$ cat src/hw/rtl/vagd_pkg.sv
package vagd_pkg;

    typedef enum logic {
        OP_END,
        OP_DATA
    } op_t;

    typedef struct packed {
        op_t        op;
        logic [7:0] data;
        logic [2:0] filter;
        logic [3:0] shift;
    } req_t;

    localparam logic [3:0] FILTER_COUNT = 4'd5;
    localparam logic [7:0] END_FLAG     = 8'h07;
    localparam logic [3:0] POS_HEADER   = 4'd0;
    localparam logic [3:0] POS_FLAG     = 4'd1;
    localparam logic [3:0] POS_DATA     = 4'd2;

    // Prediction taps, integers over 64
    function automatic logic signed [7:0] coef_one(input logic [2:0] f);
        logic signed [7:0] c;
        case (f)
            3'd1:    c = 8'sd60;
            3'd2:    c = 8'sd115;
            3'd3:    c = 8'sd98;
            3'd4:    c = 8'sd122;
            default: c = 8'sd0;
        endcase
        return c;
    endfunction

    function automatic logic signed [7:0] coef_two(input logic [2:0] f);
        logic signed [7:0] c;
        case (f)
            3'd2:    c = -8'sd52;
            3'd3:    c = -8'sd55;
            3'd4:    c = -8'sd60;
            default: c = 8'sd0;
        endcase
        return c;
    endfunction

endpackage

$ cat src/hw/rtl/vagd_front.sv
module vagd_front (
    input  logic           aclk,
    input  logic           aresetn,
    input  logic           s_valid,
    output logic           s_ready,
    input  logic [7:0]     s_data_byte,
    output logic           push,
    output vagd_pkg::req_t push_req,
    input  logic           full
);
    import vagd_pkg::*;

    logic [3:0] pos_reg, pos_next;
    logic [2:0] filter_reg, filter_next;
    logic [3:0] shift_reg, shift_next;
    logic       accept;

    assign s_ready = !full;
    assign accept  = s_valid && s_ready;

    always_comb begin
        pos_next        = pos_reg;
        filter_next     = filter_reg;
        shift_next      = shift_reg;
        push            = 1'b0;
        push_req.op     = OP_DATA;
        push_req.data   = s_data_byte;
        push_req.filter = filter_reg;
        push_req.shift  = shift_reg;
        if (accept) begin
            case (pos_reg)
                POS_HEADER: begin
                    // unknown filter codes fall back to no prediction
                    filter_next = (s_data_byte[7:4] < FILTER_COUNT) ? s_data_byte[6:4] : 3'd0;
                    shift_next  = s_data_byte[3:0];
                    pos_next    = POS_FLAG;
                end
                POS_FLAG: begin
                    if (s_data_byte == END_FLAG) begin
                        push        = 1'b1;
                        push_req.op = OP_END;
                        pos_next    = POS_HEADER;
                    end else begin
                        pos_next = POS_DATA;
                    end
                end
                default: begin
                    push     = 1'b1;
                    pos_next = pos_reg + 4'd1;
                end
            endcase
        end
    end

    always_ff @(posedge aclk) begin
        if (!aresetn) begin
            pos_reg    <= POS_HEADER;
            filter_reg <= 3'd0;
            shift_reg  <= 4'd0;
        end else begin
            pos_reg    <= pos_next;
            filter_reg <= filter_next;
            shift_reg  <= shift_next;
        end
    end

endmodule

$ cat src/hw/rtl/vagd_fifo.sv
module vagd_fifo #(
    parameter int DEPTH = 2
) (
    input  logic           aclk,
    input  logic           aresetn,
    input  logic           push,
    input  vagd_pkg::req_t push_req,
    output logic           full,
    input  logic           pop,
    output logic           head_valid,
    output vagd_pkg::req_t head_req
);
    import vagd_pkg::*;

    localparam int AW = (DEPTH > 1) ? $clog2(DEPTH) : 1;
    localparam int CW = $clog2(DEPTH + 1);

    req_t          mem [DEPTH];
    logic [AW-1:0] wr_ptr_reg, rd_ptr_reg;
    logic [CW-1:0] count_reg;

    assign full       = (count_reg == CW'(DEPTH));
    assign head_valid = (count_reg != '0);
    assign head_req   = mem[rd_ptr_reg];

    always_ff @(posedge aclk) begin
        if (push) begin
            mem[wr_ptr_reg] <= push_req;
        end
    end

    always_ff @(posedge aclk) begin
        if (!aresetn) begin
            wr_ptr_reg <= '0;
            rd_ptr_reg <= '0;
            count_reg  <= '0;
        end else begin
            if (push) begin
                wr_ptr_reg <= (wr_ptr_reg == AW'(DEPTH - 1)) ? '0 : wr_ptr_reg + 1'b1;
            end
            if (pop) begin
                rd_ptr_reg <= (rd_ptr_reg == AW'(DEPTH - 1)) ? '0 : rd_ptr_reg + 1'b1;
            end
            if (push && !pop) begin
                count_reg <= count_reg + 1'b1;
            end else if (pop && !push) begin
                count_reg <= count_reg - 1'b1;
            end
        end
    end

endmodule

$ cat src/hw/rtl/vagd_back.sv
module vagd_back (
    input  logic               aclk,
    input  logic               aresetn,
    input  logic               head_valid,
    input  vagd_pkg::req_t     head_req,
    output logic               pop,
    output logic               m_valid,
    input  logic               m_ready,
    output logic signed [15:0] m_pcm_sample,
    output logic               m_stream_end,
    output logic               m_last_of_item
);
    import vagd_pkg::*;

    logic signed [31:0] hist1_reg, hist2_reg, hist_new;
    logic               half_reg;
    logic               m_valid_reg;
    logic signed [15:0] m_pcm_reg;
    logic               m_end_reg, m_last_reg;

    logic               step;
    logic [3:0]         nib;
    logic signed [15:0] raw;
    logic signed [39:0] prod1, prod2;
    logic signed [40:0] pred_sum, pred_q;
    logic signed [41:0] v;
    logic signed [33:0] t, t_adj;

    assign step = head_valid && (!m_valid_reg || m_ready);
    assign pop  = step && ((head_req.op == OP_END) || half_reg);

    always_comb begin
        nib      = half_reg ? head_req.data[7:4] : head_req.data[3:0];
        raw      = $signed({nib, 12'h000}) >>> head_req.shift;
        prod1    = 40'(hist1_reg) * 40'(coef_one(head_req.filter));
        prod2    = 40'(hist2_reg) * 40'(coef_two(head_req.filter));
        pred_sum = 41'(prod1) + 41'(prod2);
        // floor back to 6 fractional bits
        pred_q   = pred_sum >>> 6;
        v        = 42'(pred_q) + (42'(raw) <<< 6);
        if (v > 42'sd2147483647) begin
            hist_new = 32'sh7FFF_FFFF;
        end else if (v < -42'sd2147483648) begin
            hist_new = 32'sh8000_0000;
        end else begin
            hist_new = v[31:0];
        end
        // add one half, then divide by 64 truncating toward zero
        t     = 34'(hist_new) + 34'sd32;
        t_adj = t[33] ? t + 34'sd63 : t;
    end

    always_ff @(posedge aclk) begin
        if (!aresetn) begin
            hist1_reg   <= '0;
            hist2_reg   <= '0;
            half_reg    <= 1'b0;
            m_valid_reg <= 1'b0;
        end else if (step) begin
            m_valid_reg <= 1'b1;
            if (head_req.op == OP_END) begin
                hist1_reg <= '0;
                hist2_reg <= '0;
                half_reg  <= 1'b0;
            end else begin
                hist2_reg <= hist1_reg;
                hist1_reg <= hist_new;
                half_reg  <= !half_reg;
            end
        end else if (m_ready) begin
            m_valid_reg <= 1'b0;
        end
    end

    always_ff @(posedge aclk) begin
        if (step) begin
            if (head_req.op == OP_END) begin
                m_pcm_reg  <= '0;
                m_end_reg  <= 1'b1;
                m_last_reg <= 1'b1;
            end else begin
                m_pcm_reg  <= t_adj[21:6];
                m_end_reg  <= 1'b0;
                m_last_reg <= half_reg;
            end
        end
    end

    assign m_valid        = m_valid_reg;
    assign m_pcm_sample   = m_pcm_reg;
    assign m_stream_end   = m_end_reg;
    assign m_last_of_item = m_last_reg;

endmodule

$ cat src/hw/rtl/vag_adpcm_decoder.sv
// VAG ADPCM decoder.
// Input: s_valid/s_ready/s_data_byte carries the frame stream one byte per request,
// 16-byte frames, file header already stripped. Byte 0 of a frame picks filter and
// shift, byte 1 is the flag byte, bytes 2..15 each decode into two samples.
// Output: m_valid/m_ready with m_pcm_sample, m_stream_end, m_last_of_item.
// A flag byte of 7 yields one end marker (sample 0) and clears position and history.
// Header bytes and other flag bytes are accepted and yield nothing.
// A data byte is queued, then each of its two samples is registered in the output
// register, first before second. The back end handles one nibble per cycle while the
// queue is not empty and the output register is free or being taken, because the
// single prediction multiply-add needs the history left by the previous sample.
// A queue of QUEUE_DEPTH requests sits between the byte parser and the decoder, so
// input keeps flowing while a finished sample waits in the output register.
// When the receiver stalls, the sample is held, the queue fills and s_ready drops.
// Reset (aresetn low, synchronous) empties the queue and output register and
// clears position, filter, shift and history.
module vag_adpcm_decoder #(
    parameter int QUEUE_DEPTH = 2
) (
    input  logic               aclk,
    input  logic               aresetn,
    input  logic               s_valid,
    output logic               s_ready,
    input  logic [7:0]         s_data_byte,
    output logic               m_valid,
    input  logic               m_ready,
    output logic signed [15:0] m_pcm_sample,
    output logic               m_stream_end,
    output logic               m_last_of_item
);
    import vagd_pkg::*;

    logic push, full, pop, head_valid;
    req_t push_req, head_req;

    vagd_front u_front (
        .aclk        (aclk),
        .aresetn     (aresetn),
        .s_valid     (s_valid),
        .s_ready     (s_ready),
        .s_data_byte (s_data_byte),
        .push        (push),
        .push_req    (push_req),
        .full        (full)
    );

    vagd_fifo #(
        .DEPTH (QUEUE_DEPTH)
    ) u_fifo (
        .aclk       (aclk),
        .aresetn    (aresetn),
        .push       (push),
        .push_req   (push_req),
        .full       (full),
        .pop        (pop),
        .head_valid (head_valid),
        .head_req   (head_req)
    );

    vagd_back u_back (
        .aclk           (aclk),
        .aresetn        (aresetn),
        .head_valid     (head_valid),
        .head_req       (head_req),
        .pop            (pop),
        .m_valid        (m_valid),
        .m_ready        (m_ready),
        .m_pcm_sample   (m_pcm_sample),
        .m_stream_end   (m_stream_end),
        .m_last_of_item (m_last_of_item)
    );

    a_pop_nonempty: assert property (@(posedge aclk) disable iff (!aresetn)
        pop |-> head_valid)
        else $error("queue popped while empty");

    a_end_marker: assert property (@(posedge aclk) disable iff (!aresetn)
        m_valid && m_stream_end |-> (m_pcm_sample == 16'sd0) && m_last_of_item)
        else $error("end marker with sample or without last flag");

    a_second_half: assert property (@(posedge aclk) disable iff (!aresetn)
        m_valid && !m_last_of_item |=> m_valid)
        else $error("second sample of a byte did not follow");

    a_reset_idle: assert property (@(posedge aclk)
        !aresetn |=> !m_valid)
        else $error("output valid right after reset");

endmodule
$ cat config.mk
export PLATFORM = sky130hd
export DESIGN_NAME = vag_adpcm_decoder
export DESIGN_NICKNAME = d
export VERILOG_FILES = /design/src/hw/rtl/vagd_pkg.sv /design/src/hw/rtl/vagd_front.sv /design/src/hw/rtl/vagd_fifo.sv /design/src/hw/rtl/vagd_back.sv /design/src/hw/rtl/vag_adpcm_decoder.sv
export SDC_FILE = /design/constraint.sdc
export NUM_CORES = 1
export LEC_CHECK = 0
export BUFFER_PORTS_ARGS = -buffer_cell sky130_fd_sc_hd__buf_2
export CORE_MARGIN = 2
export CORE_UTILIZATION = 65
export CTS_CLUSTER_SIZE = 8
export DETAILED_ROUTE_END_ITERATION = 6
export PLACE_DENSITY_LB_ADDON = 0.08
export SLEW_MARGIN = 15
export SYNTH_ARGS = -nofsm -noshare
export SYNTH_HDL_FRONTEND = slang
export SYNTH_SLANG_ARGS = --single-unit
export TNS_END_PERCENT = 20
$ cat constraint.sdc
create_clock -name aclk -period 15 [get_ports aclk]
set_input_delay 0 -clock aclk [delete_from_list [all_inputs] [get_ports aclk]]
set_output_delay 0 -clock aclk [all_outputs]
set_load 0.1 [all_outputs]
# == Word-level counts from Yosys, hierarchy flattened ==
# Memories as Yosys holds them, arrays and structs flattened. A register that Yosys moved wholly into a read port is not among the register bits.
# Cells that the tools add are included.
# totals
regBits,99
latch_bits,0
mem_bits_rw,32
romBits,0
inputBits,12
output_inout_bits,20
word_cells,83
n_memories,1
# classes
addsub,9
n_mul,2
n_div,0
n_lt_le_gt_ge,3
n_eq_ne,7
shifts,1
n_mux,29
bitwise,1
reduce_logical,17
# memory_table
name,depth,word_bits,read_ports,rd_ports_with_merged_regs,write_ports,line_no,text
u_fifo.mem,2,16,1,1,1,vagd_fifo.sv:18,req_t mem [DEPTH];
# op_table
cell,n
32-bit two-way mux,4
32-bit by 8-bit multiplier with 40-bit output,2
42-bit by 32-bit > comparator with 1-bit output (second input constant),1
42-bit by 32-bit less-than comparator with 1-bit output (second input constant),1
40-bit by 40-bit adder with 41-bit output,1
35-bit by 22-bit adder with 36-bit output,1
32-bit by 7-bit adder with 33-bit output (second input constant),1
7-bit case mux with 4 select lines,1
8-bit case mux with 3 select lines,1
22-bit by 7-bit adder with 22-bit output (second input constant),1
22-bit two-way mux,1
16-bit by 4-bit >>> shifter with 16-bit output,1
1-bit two-way mux,15
8-bit by 3-bit == test with 1-bit output (second input constant),1
4-bit case mux with 2 select lines,1
3-bit by 2-bit == test with 1-bit output (second input constant),2
2-bit two-way mux,3
2-bit nonzero test,3
1-bit logical AND,5
1-bit logical NOT,5
4-bit by 1-bit adder with 4-bit output (second input constant),1
4-bit by 1-bit == test with 1-bit output (second input constant),1
4-bit logical NOT,1
4-bit by 3-bit less-than comparator with 1-bit output (second input constant),1
12 further kinds,14

# == Depth between registers and ports, before layout ==
# depth
ltp_word,11
depth_mapped,55
ltp_nobuf,51

# == By module ==
# From an unflattened synthesis, not the netlist that was laid out.
# hier_totals
hier_cells,2513
area_unflattened_um2,22561.6
# by_module_without_submodules
module,n_inst,cells_each,area_each_um2,seq_area_each_um2
vagd_back,1,2364,20529.7,1861.8
vagd_fifo,1,72,1375.1,1061.0
vagd_front,1,77,656.9,220.2

# == Least setup slack after synthesis ==
# Ideal clock, no wire load.
# synth_path
path_type,reg-to-reg
startpoint,register with a tool-made name
endpoint,"register u_back.m_pcm_reg[14], in the netlist u_back.m_pcm_sample[14], data pin"
setup_time_ns,0.147
arrival_ns,12.557
slack_ns,2.297
path_stages_with_launch,53
n_path_buf,7
period_less_slack_ns,12.703
cell_sequence,dfxtp_1 buf_1 clkbuf_1 o211ai_1 o31a_1 clkbuf_1 and2_1 or2_2 fa_1 inv_1 fa_1 fa_1 inv_1 fa_1 fa_1 inv_1 fa_1 inv_1 (+17 left out) a221oi_1 nor4b_1 nor2_1 buf_2 o31a_1 buf_2 nor2_1 ha_1 clkbuf_1 nand2_1 xnor2_1 nand2_1 a2111oi_1 o221ai_1 or2_1 or3_1 or4_1 a21oi_1
# synth_lines
item,line_no,text
"end signal, assigned",vagd_back.sv:82,m_pcm_reg <= t_adj[21:6];
"end, declared",vagd_back.sv:18,logic signed [15:0] m_pcm_reg;

==> flow_metrics.env <==
export IMPL_clk_path_buf_depth=2
export IMPL_post_drt_via_cell_ratio=5.79
export IMPL_use_met1_pct=44.5
export IMPL_grt_max_degree=83
export IMPL_nFillCells=2743
export IMPL_arrival_ns=14.14
export IMPL_syn_avg_cell_area_um2=9.11
export IMPL_drt_iter0_drc=1387
export IMPL_cp_required_ns=15.21
export IMPL_r2r_slack_ns=1.07
export IMPL_cpMostUsedCell="fa_1"
export IMPL_num_io_pins=32
export IMPL_r2r_cells=49
export IMPL_groute_usage_overall_pct=33.9
export IMPL_synth_cell_types=92
export IMPL_final_period_utilization_pct=92.8
export IMPL_synth_cells=2462
export IMPL_synth_top_area_share_pct=30.5
export IMPL_fmax_mhz=71.8
export IMPL_synth_top_cells_by_count="inv_1, fa_1, and2_1"
export IMPL_clock_latency_ns=0.47
export IMPL_placement_io_buffers=31
export IMPL_yosysWarnings=0
export IMPL_yosysMostFrequentCell="inv_1"
export IMPL_cap_violations=0
export IMPL_synth_flop_cell="dfxtp_1"
export IMPL_cts_buffers=17
export IMPL_critPathMaxStageDelay_ns=0.71
export IMPL_ant_nets=0
export IMPL_antenna_found_initial=2
export IMPL_cp_start_kind="register"
export IMPL_vias=17000
export IMPL_grtUsageMet3_pct=5.64
export IMPL_r2r_end="u_back.m_pcm_sample[15]"
export IMPL_place_hpwl_um=45500
export IMPL_grt_busiest_layer="met2"
export IMPL_rows=68
export IMPL_ys_seq_elements=132
export IMPL_cts_tree="done"
export IMPL_cp_slowest_cell="nor2_1"
export IMPL_routabilityCongestion=0.982
export IMPL_syn_nets=3041
export IMPL_postLayoutSetupSlackWorst_ns=1.07
export IMPL_htree_levels=4
export IMPL_fp_dieW_um=190
export IMPL_area_growth_pct=5.81
export IMPL_finalHoldViolations=0
export IMPL_start_util_pct=65.4
export IMPL_post_place_ws_ns=1.32
export IMPL_synth_edf_count=50
export IMPL_drc=0
export IMPL_critPathMaxFanout=21
export IMPL_fin_util_pct=69.2
export IMPL_timing_slew_headroom_pct=33.4
export IMPL_status="finished, final reports clean"
export IMPL_use_met2_pct=57.7
export IMPL_clock_sinks=132
export IMPL_grt_first_pass_wirelength_um=94100
export IMPL_drv_slew=0
export IMPL_syn_cell_area_um2=22400
export IMPL_finalSetupViolations=0
export IMPL_drive_gt1_share_pct=6.87
export IMPL_clk_pin_slew_ns=0.08
export IMPL_tns_ns=0
export IMPL_routed_wl_um=56800
export IMPL_first_global_vias=17900
export IMPL_wire_per_inst_um=19.4
export IMPL_core_um2=34300
export IMPL_critPathKind="reg -> reg"
export IMPL_grt_overflow_total=0
export IMPL_rsz0062_at_grt="no"
export IMPL_dieArea_um2=36000
export IMPL_skew_ns=0.0192
export IMPL_n_antenna_cell=0
export IMPL_synth_top_cell_by_area="fa_1"
export IMPL_tightest_slew_ns=0.971
export IMPL_endpoint="u_back.m_pcm_sample[15]"
export IMPL_drtPass1Iterations=6
export IMPL_cts_resized=0
export IMPL_synthTopCellsByArea="fa_1, ha_1, inv_1, dfxtp_1, edfxtp_1"
export IMPL_async_flop_share_pct=0
export IMPL_hp_class="in -> reg"
export IMPL_post_route_min_period_ns=13.93
export IMPL_nNetsFinal=3039
export IMPL_cts_root_buf="clkbuf_16"
export IMPL_yosysSeqAreaShare_pct=14.0
export IMPL_endpoint_kind="register"
export IMPL_dieHeight_um=190
-- cell type report --
cell class	instances	area, um2	area share, %
clock buffers	17	425	1.79
clock inverters	15	180	0.759
inverters	484	1820	7.66
multi-input cells	1764	17200	72.4
flip-flops and latches	132	3140	13.2
well taps	455	569	2.40
repair buffers	61	403	1.70
-- metrics by stage --
stage | cell area, um2 | std cells | hold slack [ns]
floorplan | 22400 | 2462 | 0.0989
global placement | 23000 | 2887 | 0.231
detailed placement | 23000 | 2887 | 0.237
CTS | 23700 | 2928 | 0.0540
global route | 23700 | 2928 | 0.135
finish | 23700 | 2928 | 0.0699
-- how the worst min path moves through the flow --
stage                         end      startpoint  depth (start not counted)
2_1_floorplan   u_fifo.mem[0][10]  s_data_byte[3]                          0
3_3_place_gp     u_fifo.mem[1][9]  s_data_byte[2]                          1
3_5_place_dp     u_fifo.mem[0][9]  s_data_byte[2]                          1
4_1_cts        u_front.pos_reg[0]         s_valid                          4
5_1_grt        u_front.pos_reg[0]         s_valid                          4
6_report       u_front.pos_reg[0]         s_valid                          4
-- layer usage --
layer	vias up	part of all wire, %
met2	549	49
met5	-	0.019
li1	7869	-
met1	8409	42
met3	123	5.8
met4	2	3.1
-- placed cells by master (no fill, tap or decap), types with 19 or more instances in the layout --
master      n
nor3_1     19
dfxtp_1    82
ha_1      225
o21ai_0    67
buf_2      31
buf_4      21
edfxtp_1   50
xor2_1     42
or2_2      44
and3_1     28
nand2_1   140
nor2_1    106
a22oi_1    41
inv_1     484
fa_1      342
nor2b_1    65
a21oi_1    85
xnor2_1    53
nand2b_1   20
and2_1    231
-- worst max-delay path, delay by kind of cell (launching register included) --
| family | cells | cell delay [ns] |
|---|---|---|
| AO/OA/AOI/OAI | 16 | 3.52 |
| AND/OR/NAND/NOR | 16 | 4.21 |
| adder cells (fa/ha/maj) | 9 | 4.05 |
| XOR/XNOR | 2 | 0.29 |
| buffers and inverters | 5 | 0.62 |
| multiplexers | 1 | 0.34 |
| flip-flops | 1 | 0.63 |
-- logic make-up (layout without fill, tap and decap cells) --
| family | Yosys count | after routing | share of synthesized area (%) |
|---|---|---|---|
| buffers and inverters | 566 | 577 | 9.56 |
| flip-flops | 132 | 132 | 14.0 |
| adder cells (fa/ha/maj) | 567 | 567 | 43.1 |
| multiplexers | 23 | 23 | 1.27 |
| XOR/XNOR | 97 | 97 | 3.86 |
| AND/OR/NAND/NOR | 739 | 739 | 18.1 |
| AO/OA/AOI/OAI | 338 | 338 | 10.1 |
-- timing repair --
action | CTS | global route
setup buffers | 0 | 0
hold buffers | 9 | 0
hold endpoints to repair | 24 | 0
Power is not shown: default switching activity piles up to over one toggle a cycle in this logic, so the estimate is an artifact.
